<file path="config.mk">
export PLATFORM = sky130hd
export DESIGN_NAME = keyed_fifo_with_class_majority
export DESIGN_NICKNAME = d
export VERILOG_FILES = /design/src/kfcm_pkg.sv /design/src/kfcm_store.sv /design/src/kfcm_tally.sv /design/src/kfcm_ctrl.sv /design/src/keyed_fifo_with_class_majority.sv
export SDC_FILE = /design/constraint.sdc
export NUM_CORES = 2
export LEC_CHECK = 0
export BUFFER_PORTS_ARGS = -buffer_cell sky130_fd_sc_hd__buf_4
export CAP_MARGIN = 0
export CORE_MARGIN = 2
export CORE_UTILIZATION = 62
export CTS_CLUSTER_SIZE = 10
export DETAILED_ROUTE_END_ITERATION = 10
export GPL_ROUTABILITY_DRIVEN = 0
export GPL_TIMING_DRIVEN = 0
export PLACE_DENSITY = 0.78
export RECOVER_POWER = 50
export SLEW_MARGIN = 20
export SYNTH_ARGS = -nofsm -noshare
export SYNTH_HDL_FRONTEND = slang
export SYNTH_SLANG_ARGS = --single-unit
export TNS_END_PERCENT = 100
</file>
<file path="constraint.sdc">
create_clock -name i_clk -period 12.6 [get_ports i_clk]
set_input_delay 3.78 -clock i_clk [delete_from_list [all_inputs] [get_ports i_clk]]
set_output_delay 3.78 -clock i_clk [all_outputs]
set_load 0.005 [all_outputs]
</file>
<file path="src/kfcm_pkg.sv">
// Package for the keyed record queue with source-class majority.
// Holds the record and result layouts, command and class codes, and the class lookup.
// No dependencies.
`timescale 1ns / 1ps
`default_nettype none

package kfcm_pkg;

    // Record as it is stored and as it arrives on the input tdata (id in the lowest bits).
    typedef struct packed {
        logic [31:0] arrive;
        logic [15:0] run_time;
        logic [15:0] len;
        logic [7:0]  dest;
        logic [7:0]  source;
        logic [15:0] id;
    } t_rec;

    // Result layout on the output tdata, ok in bit 0.
    typedef struct packed {
        logic [2:0]  pad;
        logic [2:0]  top_source;
        logic [19:0] held_time_sum;
        logic [4:0]  held_count;
        t_rec        rec;
        logic        ok;
    } t_res;

    typedef struct packed {
        logic       hit;
        logic [1:0] idx;
    } t_cls;

    // Tally update request from the sequencer to the tally unit.
    typedef struct packed {
        logic inc;
        logic dec;
        t_cls cls;
    } t_tally_upd;

    localparam logic CMD_ENQ = 1'b0;
    localparam logic CMD_DEQ = 1'b1;

    localparam logic [7:0] CH_A = 8'h41;
    localparam logic [7:0] CH_B = 8'h42;
    localparam logic [7:0] CH_E = 8'h45;
    localparam logic [7:0] CH_F = 8'h46;

    localparam logic [1:0] CLS_A = 2'd0;
    localparam logic [1:0] CLS_B = 2'd1;
    localparam logic [1:0] CLS_E = 2'd2;
    localparam logic [1:0] CLS_F = 2'd3;

    localparam logic [2:0] TOP_EMPTY = 3'd0;
    localparam logic [2:0] TOP_A     = 3'd1;

    localparam logic [4:0] LIMIT_RESET = 5'd16;

    function automatic t_cls class_of(input logic [7:0] src);
        t_cls c;
        c.hit = 1'b1;
        case (src)
            CH_A:    c.idx = CLS_A;
            CH_B:    c.idx = CLS_B;
            CH_E:    c.idx = CLS_E;
            CH_F:    c.idx = CLS_F;
            default: begin
                c.hit = 1'b0;
                c.idx = CLS_A;
            end
        endcase
        return c;
    endfunction

endpackage

`default_nettype wire

</file>
<file path="src/kfcm_store.sv">
// Record store: one write port and one read port with registered read data.
// Depends on kfcm_pkg for the record layout.
`timescale 1ns / 1ps
`default_nettype none

module kfcm_store #(
    parameter int DEPTH = 16
) (
    input  wire                       i_clk,
    input  wire                       i_we,
    input  wire [$clog2(DEPTH)-1:0]   i_waddr,
    input  kfcm_pkg::t_rec            i_wdata,
    input  wire                       i_re,
    input  wire [$clog2(DEPTH)-1:0]   i_raddr,
    output kfcm_pkg::t_rec            o_rdata
);

    kfcm_pkg::t_rec r_mem [DEPTH];
    kfcm_pkg::t_rec r_rdata;

    always_ff @(posedge i_clk) begin
        if (i_we) begin
            r_mem[i_waddr] <= i_wdata;
        end
        if (i_re) begin
            r_rdata <= r_mem[i_raddr];
        end
    end

    assign o_rdata = r_rdata;

endmodule

`default_nettype wire

</file>
<file path="src/kfcm_tally.sv">
// Per-class counters for sources A, B, E and F and the majority pick.
// Depends on kfcm_pkg for class codes and the update request.
`timescale 1ns / 1ps
`default_nettype none

module kfcm_tally #(
    parameter int DEPTH = 16
) (
    input  wire                     i_clk,
    input  wire                     i_rst_n,
    input  kfcm_pkg::t_tally_upd    i_upd,
    input  wire                     i_empty,
    output logic [2:0]              o_top
);

    localparam int TW = $clog2(DEPTH + 1);

    logic [TW-1:0] r_tally [4];
    logic [1:0]    w_best;

    always_ff @(posedge i_clk) begin
        if (!i_rst_n) begin
            for (int k = 0; k < 4; k++) begin
                r_tally[k] <= '0;
            end
        end else if (i_upd.cls.hit) begin
            if (i_upd.inc) begin
                r_tally[i_upd.cls.idx] <= r_tally[i_upd.cls.idx] + TW'(1);
            end else if (i_upd.dec && (r_tally[i_upd.cls.idx] != '0)) begin
                r_tally[i_upd.cls.idx] <= r_tally[i_upd.cls.idx] - TW'(1);
            end
        end
    end

    // Strictly greater wins, so earlier classes keep ties.
    always_comb begin
        w_best = kfcm_pkg::CLS_A;
        if (r_tally[1] > r_tally[w_best]) w_best = kfcm_pkg::CLS_B;
        if (r_tally[2] > r_tally[w_best]) w_best = kfcm_pkg::CLS_E;
        if (r_tally[3] > r_tally[w_best]) w_best = kfcm_pkg::CLS_F;
        if (i_empty) begin
            o_top = kfcm_pkg::TOP_EMPTY;
        end else begin
            o_top = 3'(w_best) + kfcm_pkg::TOP_A;
        end
    end

endmodule

`default_nettype wire

</file>
<file path="src/kfcm_ctrl.sv">
// Sequencer: accepts commands, walks the store for keyed search and compaction,
// keeps count, duration sum and limit, and holds the output register.
// Depends on kfcm_pkg.
`timescale 1ns / 1ps
`default_nettype none

module kfcm_ctrl #(
    parameter int DEPTH = 16
) (
    input  wire                         i_clk,
    input  wire                         i_rst_n,
    input  wire                         i_s_tvalid,
    output logic                        o_s_tready,
    input  kfcm_pkg::t_rec              i_rec,
    input  wire                         i_cmd,
    input  wire                         i_cfg_we,
    input  wire [4:0]                   i_cfg_wdata,
    output logic                        o_m_tvalid,
    input  wire                         i_m_tready,
    output kfcm_pkg::t_res              o_res,
    output logic                        o_mem_we,
    output logic [$clog2(DEPTH)-1:0]    o_mem_waddr,
    output kfcm_pkg::t_rec              o_mem_wdata,
    output logic                        o_mem_re,
    output logic [$clog2(DEPTH)-1:0]    o_mem_raddr,
    input  kfcm_pkg::t_rec              i_mem_rdata,
    output kfcm_pkg::t_tally_upd        o_tally_upd,
    output logic                        o_empty,
    input  wire [2:0]                   i_top
);

    localparam int IW = $clog2(DEPTH);
    localparam int FW = $clog2(DEPTH + 1);

    typedef enum logic [1:0] {
        S_IDLE,
        S_SRCH,
        S_SHIFT,
        S_DONE
    } t_state;

    t_state          r_state;
    logic [FW-1:0]   r_fill;
    logic [20:0]     r_sum;
    logic [4:0]      r_limit;
    logic [7:0]      r_key;
    logic [FW-1:0]   r_rd_idx;
    logic            r_pend;
    logic [IW-1:0]   r_pend_idx;
    logic            r_ok;
    kfcm_pkg::t_rec  r_rec;
    logic            r_out_valid;
    kfcm_pkg::t_res  r_out;

    logic [FW-1:0]   w_lim;
    logic            w_accept;
    logic            w_enq_ok;
    logic            w_issue;
    logic            w_hit;
    logic            w_walk_end;
    logic            w_out_load;

    always_comb begin
        if ((r_limit == '0) || (32'(r_limit) > 32'(DEPTH))) begin
            w_lim = FW'(DEPTH);
        end else begin
            w_lim = FW'(r_limit);
        end
    end

    assign o_s_tready = (r_state == S_IDLE);
    assign w_accept   = i_s_tvalid && o_s_tready;
    assign w_enq_ok   = w_accept && (i_cmd == kfcm_pkg::CMD_ENQ) && (r_fill < w_lim);

    // The walk compares: index against fill, then key against the fetched source.
    assign w_issue    = (r_rd_idx < r_fill);
    assign w_hit      = r_pend && (i_mem_rdata.source == r_key);
    assign w_walk_end = !w_issue && !r_pend;

    // A finished result moves into the output register once that register is free.
    assign w_out_load = (r_state == S_DONE) && (!r_out_valid || i_m_tready);

    always_comb begin
        o_mem_we    = 1'b0;
        o_mem_waddr = r_fill[IW-1:0];
        o_mem_wdata = i_rec;
        if (w_enq_ok) begin
            o_mem_we = 1'b1;
        end else if ((r_state == S_SHIFT) && r_pend) begin
            // Each fetched record moves down one slot.
            o_mem_we    = 1'b1;
            o_mem_waddr = IW'(r_pend_idx - IW'(1));
            o_mem_wdata = i_mem_rdata;
        end
    end

    assign o_mem_re    = ((r_state == S_SRCH) || (r_state == S_SHIFT)) && w_issue;
    assign o_mem_raddr = r_rd_idx[IW-1:0];

    always_comb begin
        o_tally_upd.inc = w_enq_ok;
        o_tally_upd.dec = (r_state == S_SHIFT) && w_walk_end;
        if (w_enq_ok) begin
            o_tally_upd.cls = kfcm_pkg::class_of(i_rec.source);
        end else begin
            o_tally_upd.cls = kfcm_pkg::class_of(r_key);
        end
    end

    assign o_empty    = (r_fill == '0);
    assign o_m_tvalid = r_out_valid;
    assign o_res      = r_out;

    always_ff @(posedge i_clk) begin
        if (!i_rst_n) begin
            r_state     <= S_IDLE;
            r_fill      <= '0;
            r_sum       <= '0;
            r_limit     <= kfcm_pkg::LIMIT_RESET;
            r_pend      <= 1'b0;
            r_out_valid <= 1'b0;
        end else begin
            if (i_cfg_we) begin
                r_limit <= i_cfg_wdata;
            end
            if (w_out_load) begin
                r_out_valid <= 1'b1;
            end else if (i_m_tready) begin
                r_out_valid <= 1'b0;
            end
            case (r_state)
                S_IDLE: begin
                    if (w_accept) begin
                        r_key    <= i_rec.source;
                        r_ok     <= w_enq_ok;
                        r_rec    <= '0;
                        r_rd_idx <= '0;
                        r_pend   <= 1'b0;
                        if (i_cmd == kfcm_pkg::CMD_ENQ) begin
                            if (w_enq_ok) begin
                                r_fill <= r_fill + FW'(1);
                                r_sum  <= r_sum + 21'(i_rec.run_time);
                            end
                            r_state <= S_DONE;
                        end else begin
                            r_state <= S_SRCH;
                        end
                    end
                end
                S_SRCH: begin
                    if (w_hit) begin
                        r_ok     <= 1'b1;
                        r_rec    <= i_mem_rdata;
                        r_rd_idx <= FW'(r_pend_idx) + FW'(1);
                        r_pend   <= 1'b0;
                        r_state  <= S_SHIFT;
                    end else begin
                        if (w_issue) begin
                            r_rd_idx   <= r_rd_idx + FW'(1);
                            r_pend_idx <= r_rd_idx[IW-1:0];
                        end
                        r_pend <= w_issue;
                        if (w_walk_end) begin
                            r_state <= S_DONE;
                        end
                    end
                end
                S_SHIFT: begin
                    if (w_issue) begin
                        r_rd_idx   <= r_rd_idx + FW'(1);
                        r_pend_idx <= r_rd_idx[IW-1:0];
                    end
                    r_pend <= w_issue;
                    if (w_walk_end) begin
                        r_fill  <= r_fill - FW'(1);
                        r_sum   <= r_sum - 21'(r_rec.run_time);
                        r_state <= S_DONE;
                    end
                end
                S_DONE: begin
                    if (w_out_load) begin
                        r_out.pad           <= '0;
                        r_out.top_source    <= i_top;
                        r_out.held_time_sum <= r_sum[19:0];
                        r_out.held_count    <= 5'(r_fill);
                        r_out.rec           <= r_rec;
                        r_out.ok            <= r_ok;
                        r_state             <= S_IDLE;
                    end
                end
                default: begin
                    r_state <= S_IDLE;
                end
            endcase
        end
    end

endmodule

`default_nettype wire

</file>
<file path="src/keyed_fifo_with_class_majority.sv">
// Top level of the keyed record queue with source-class majority.
// Instantiates kfcm_ctrl, kfcm_store and kfcm_tally; uses kfcm_pkg.
//
// Records go in on the slave stream (tuser 0 appends, tuser 1 removes the oldest record
// whose source equals the key in tdata) and every transfer yields one result transfer
// carrying the removed record, the count and duration sum held afterwards, and the most
// common of sources A, B, E and F. The block takes one item at a time. A keyed removal
// searches the store and, on a match, compacts the order behind the removed record; the
// search and the compaction both walk the store through its single read port, one entry
// per cycle. A finished result sits in an output register, so the next item is taken
// while it waits; that next item holds in its done state until the waiting result has
// been transferred. The queue limit is written through i_cfg_we; the user must write it
// only while the block is idle, which the block itself does not enforce. Zero or a
// value above DEPTH means DEPTH.
`timescale 1ns / 1ps
`default_nettype none

module keyed_fifo_with_class_majority #(
    parameter int DEPTH = 16
) (
    input  wire          i_clk,
    input  wire          i_rst_n,
    input  wire          i_s_tvalid,
    output logic         o_s_tready,
    // id[15:0], source[23:16], dest[31:24], len[47:32], run_time[63:48], arrive[95:64]
    input  wire [95:0]   i_s_tdata,
    // cmd[0]
    input  wire          i_s_tuser,
    input  wire          i_cfg_we,
    input  wire [4:0]    i_cfg_wdata,
    output logic         o_m_tvalid,
    input  wire          i_m_tready,
    // ok[0], id[16:1], source[24:17], dest[32:25], len[48:33], run_time[64:49],
    // arrive[96:65], held_count[101:97], held_time_sum[121:102], top_source[124:122],
    // zero[127:125]
    output logic [127:0] o_m_tdata
);

    localparam int IW = $clog2(DEPTH);

    logic                     w_mem_we;
    logic [IW-1:0]            w_mem_waddr;
    kfcm_pkg::t_rec           w_mem_wdata;
    logic                     w_mem_re;
    logic [IW-1:0]            w_mem_raddr;
    kfcm_pkg::t_rec           w_mem_rdata;
    kfcm_pkg::t_tally_upd     w_tally_upd;
    logic                     w_empty;
    logic [2:0]               w_top;
    kfcm_pkg::t_res           w_res;

    kfcm_ctrl #(
        .DEPTH (DEPTH)
    ) u_ctrl (
        .i_clk       (i_clk),
        .i_rst_n     (i_rst_n),
        .i_s_tvalid  (i_s_tvalid),
        .o_s_tready  (o_s_tready),
        .i_rec       (kfcm_pkg::t_rec'(i_s_tdata)),
        .i_cmd       (i_s_tuser),
        .i_cfg_we    (i_cfg_we),
        .i_cfg_wdata (i_cfg_wdata),
        .o_m_tvalid  (o_m_tvalid),
        .i_m_tready  (i_m_tready),
        .o_res       (w_res),
        .o_mem_we    (w_mem_we),
        .o_mem_waddr (w_mem_waddr),
        .o_mem_wdata (w_mem_wdata),
        .o_mem_re    (w_mem_re),
        .o_mem_raddr (w_mem_raddr),
        .i_mem_rdata (w_mem_rdata),
        .o_tally_upd (w_tally_upd),
        .o_empty     (w_empty),
        .i_top       (w_top)
    );

    kfcm_store #(
        .DEPTH (DEPTH)
    ) u_store (
        .i_clk   (i_clk),
        .i_we    (w_mem_we),
        .i_waddr (w_mem_waddr),
        .i_wdata (w_mem_wdata),
        .i_re    (w_mem_re),
        .i_raddr (w_mem_raddr),
        .o_rdata (w_mem_rdata)
    );

    kfcm_tally #(
        .DEPTH (DEPTH)
    ) u_tally (
        .i_clk   (i_clk),
        .i_rst_n (i_rst_n),
        .i_upd   (w_tally_upd),
        .i_empty (w_empty),
        .o_top   (w_top)
    );

    assign o_m_tdata = 128'(w_res);

endmodule

`default_nettype wire

</file>
==> impl_metrics.yaml <==
die:
  core_sq_um: 120000
  ios: 237
  initial_core_util_pct: 62.4
  die-area_sq_um: 123000
  rows: 127
  dieHeight_microns: 351
  die_w_microns: 351
timing:
  period_share_pct: 71.4
  layout_setup_ws_ns: 3.60
  rsz0062_at_grt: "no"
  slew_headroom_pct: -87.5
  whs_ns: 0.408
  fmax_mhz: 111
  finalSetupViolations: 0
  tightest_slew_ns: 2.81
  drv_slew: 198
  period_needed_ns: 9.00
  hold_viol_final: 0
  worst_clock_skew_ns: 0.0283
synthesis:
  synth_edf_count: 1891
  yosys-top-cells-count: "edfxtp_1, mux4_2, clkbuf_1"
  synth_ff_type: "edfxtp_1"
  netlist-cell-type-count: 73
  synth_cells: 3366
  syn-cell-area_sq_um: 74700
  yosysMostFrequentCell: "edfxtp_1"
  yosysSeqAreaShare_pct: 76.9
  syn_avg_cell_area_sq_um: 22.2
  synth_area_leaders: "edfxtp_1, mux4_2, mux2_2"
  synth-async-reset-ratio_pct: 0
  synth_largest_area_cell: "edfxtp_1"
  synth_seq_cells: 1925
  yosysWarnings: 0
  synth.top_cell.area_share_pct: 76.0
global_route:
  grt_pass1_wl_mm: 292
  grt.overflow.total: 0
  grt_usage_pct: 34.2
  grt_pass1_vias: 40434
  antenna_found_initial: 14
  grt_max_degree: 30
worst_hold_path:
  min_path_type: "register to register"
  holdPathStages: 0
critical_path:
  max_stage_delay_ns: 1.15
  endpoint_kind: "register"
  critical_path_required_ns: 13.10
  cpMaxStageDelayCell: "clkbuf_1"
  path_cells: "clkbuf_1 > clkbuf_1 > clkbuf_1 > nand2_1 > nor2_1 > clkbuf_1 > clkbuf_1 > clkbuf_1 > buf_12"
  crit_type: "input pin to register"
  ff2ff_path_depth: 10
  worst_ep_arrival_time_ns: 9.50
  cp_common_cell: "clkbuf_1"
  critical_path.max_fanout: 23
  start_kind: "input pin"
pwr:
  powerDensity_nw_per_um2: 197
  leakage_nw: 27.7
  total_power_w: 0.0171
  irDropWorstVdd_uv: 155
detailed_routing:
  routedWlPerCell_microns: 36.7
  ant_nets: 0
  drt-initial-drc-count: 6302
  first_pass_iters: 5
  viasPerCell: 6.99
  vias: 39287
  drcViolationCount: 0
  postRouteWirelength_mm: 206
clocking:
  clk_path_buf_depth: 3
  h-tree-depth: 4
  post_cts_resized: 0
  cts_tree: "done"
  post_cts.repair.setup_buffers: 0
  cts_buffers: 212
  clkTransAtPathRegs_ns: 0.05
  cts_root_buf: "clkbuf_16"
  clk_latency_ns: 0.83
  cts_hold_buf: 0
  clock_sinks: 1925
placed_design:
  io_buffers: 232
  dpl_worst_slack_ns: 4.48
  place_inst: 5330
  dp_hpwl_mm: 120
layout:
  fin_cells: 5618
  area_growth_syn_to_layout_pct: 15.7
  drive_above_1_share_pct: 27.1
  nNetsFinal: 4100
status:
  violations: "capacitance limit, slew limit"
  status: "finished with violations"
flow_run:
  maxCapViolations: 11
==> layer usage <==
| metal | GRT usage, % | share of wire (%) | vias to the layer above |
|---|---|---|---|
| li1 | - | - | 15109 |
| met1 | 44.9 | 34 | 20291 |
| met2 | 54.3 | 49 | 3272 |
| met3 | 8.77 | 12 | 605 |
| met4 | 16.2 | 5.0 | 10 |
| met5 | 0 | 0.030 | - |
==> registers in the layout (all words and copies together) (netlist names) <==
register           flops
u_ctrl.r_key           8
u_ctrl.r_ok            1
u_ctrl.r_limit         5
u_ctrl.r_sum          20
u_ctrl.r_rec          96
u_ctrl.r_pend_idx      4
u_ctrl.r_fill          5
u_ctrl.r_rd_idx        5
u_tally.r_tally       20
u_ctrl.o_res         125
u_ctrl.r_state         2
u_ctrl.r_pend          1
u_ctrl.o_m_tvalid      1
u_store.r_mem       1536
u_store.o_rdata       96
==> stage by stage <==
step	setup TNS (ns)	util [%]	cell area (sq um)
after detailed placement	0	68.0	81400
final	0	72.2	86400
after floorplan	0	-	74700
after global routing	0	72.2	86400
after CTS	0	72.9	87200
after global placement	-5500.64	65.6	78500
==> where the power goes <==
group          internal, W  leakage (nW)  switching, W
Sequential         0.00772          17.4      0.000264
Combinational      0.00147          7.48       0.00214
Clock              0.00307          2.79       0.00239
==> cell usage in the layout, fill, tap and decap left out, types with 58 or more instances in the layout <==
cell type and count:
buf_4 96, nand2_1 84, mux4_2 480, ha_1 58, edfxtp_1 1891, mux2_1 64
clkbuf_16 217, clkbuf_4 93, clkbuf_1 228, and2_0 75
==> cell families (layout without fill, tap and decap cells) <==
logic type	after synthesis	in the layout	synth area share (%)
simple gates	375	375	2.68
other cells	1	10	0.00502
mux	595	595	16.2
compound gates	174	174	1.63
flops	1925	1925	76.9
fa+ha+maj	61	61	1.05
xor+xnor	48	48	0.563
buf+inv	187	818	0.960
==> critical path, delay by kind of cell <==
family,cells,cell delay [ns]
buffers and inverters,7,4.55
AND/OR/NAND/NOR,2,1.07
==> cell type report <==
type | count | area, sq um
diodes | 7 | 17.5
plain buffers | 156 | 646
clock buffers | 269 | 5630
clock inverters | 12 | 135
fillers | 6405 | 33200
inverters | 31 | 116
multi-input cells | 1256 | 16500
flip-flops and latches | 1925 | 57500
well taps | 1612 | 2020
repair buffers | 350 | 3860
==> worst paths after layout <==
path	slack [ns]	start	end
setup / recovery	3.60	i_rst_n	u_ctrl.o_res[75]$_DFFE_PP_
hold / removal	0.41	u_ctrl.r_rec[44]$_SDFFCE_PN0P_	u_ctrl.o_res[45]$_DFFE_PP_
setup reg to reg	4.27	u_ctrl.r_rd_idx[0]$_DFFE_PP_	u_store.o_rdata[70]$_DFFE_PP_
hold reg to reg	0.41	u_ctrl.r_rec[44]$_SDFFCE_PN0P_	u_ctrl.o_res[45]$_DFFE_PP_
No activity file was read; power rests on OpenSTA's default activity.
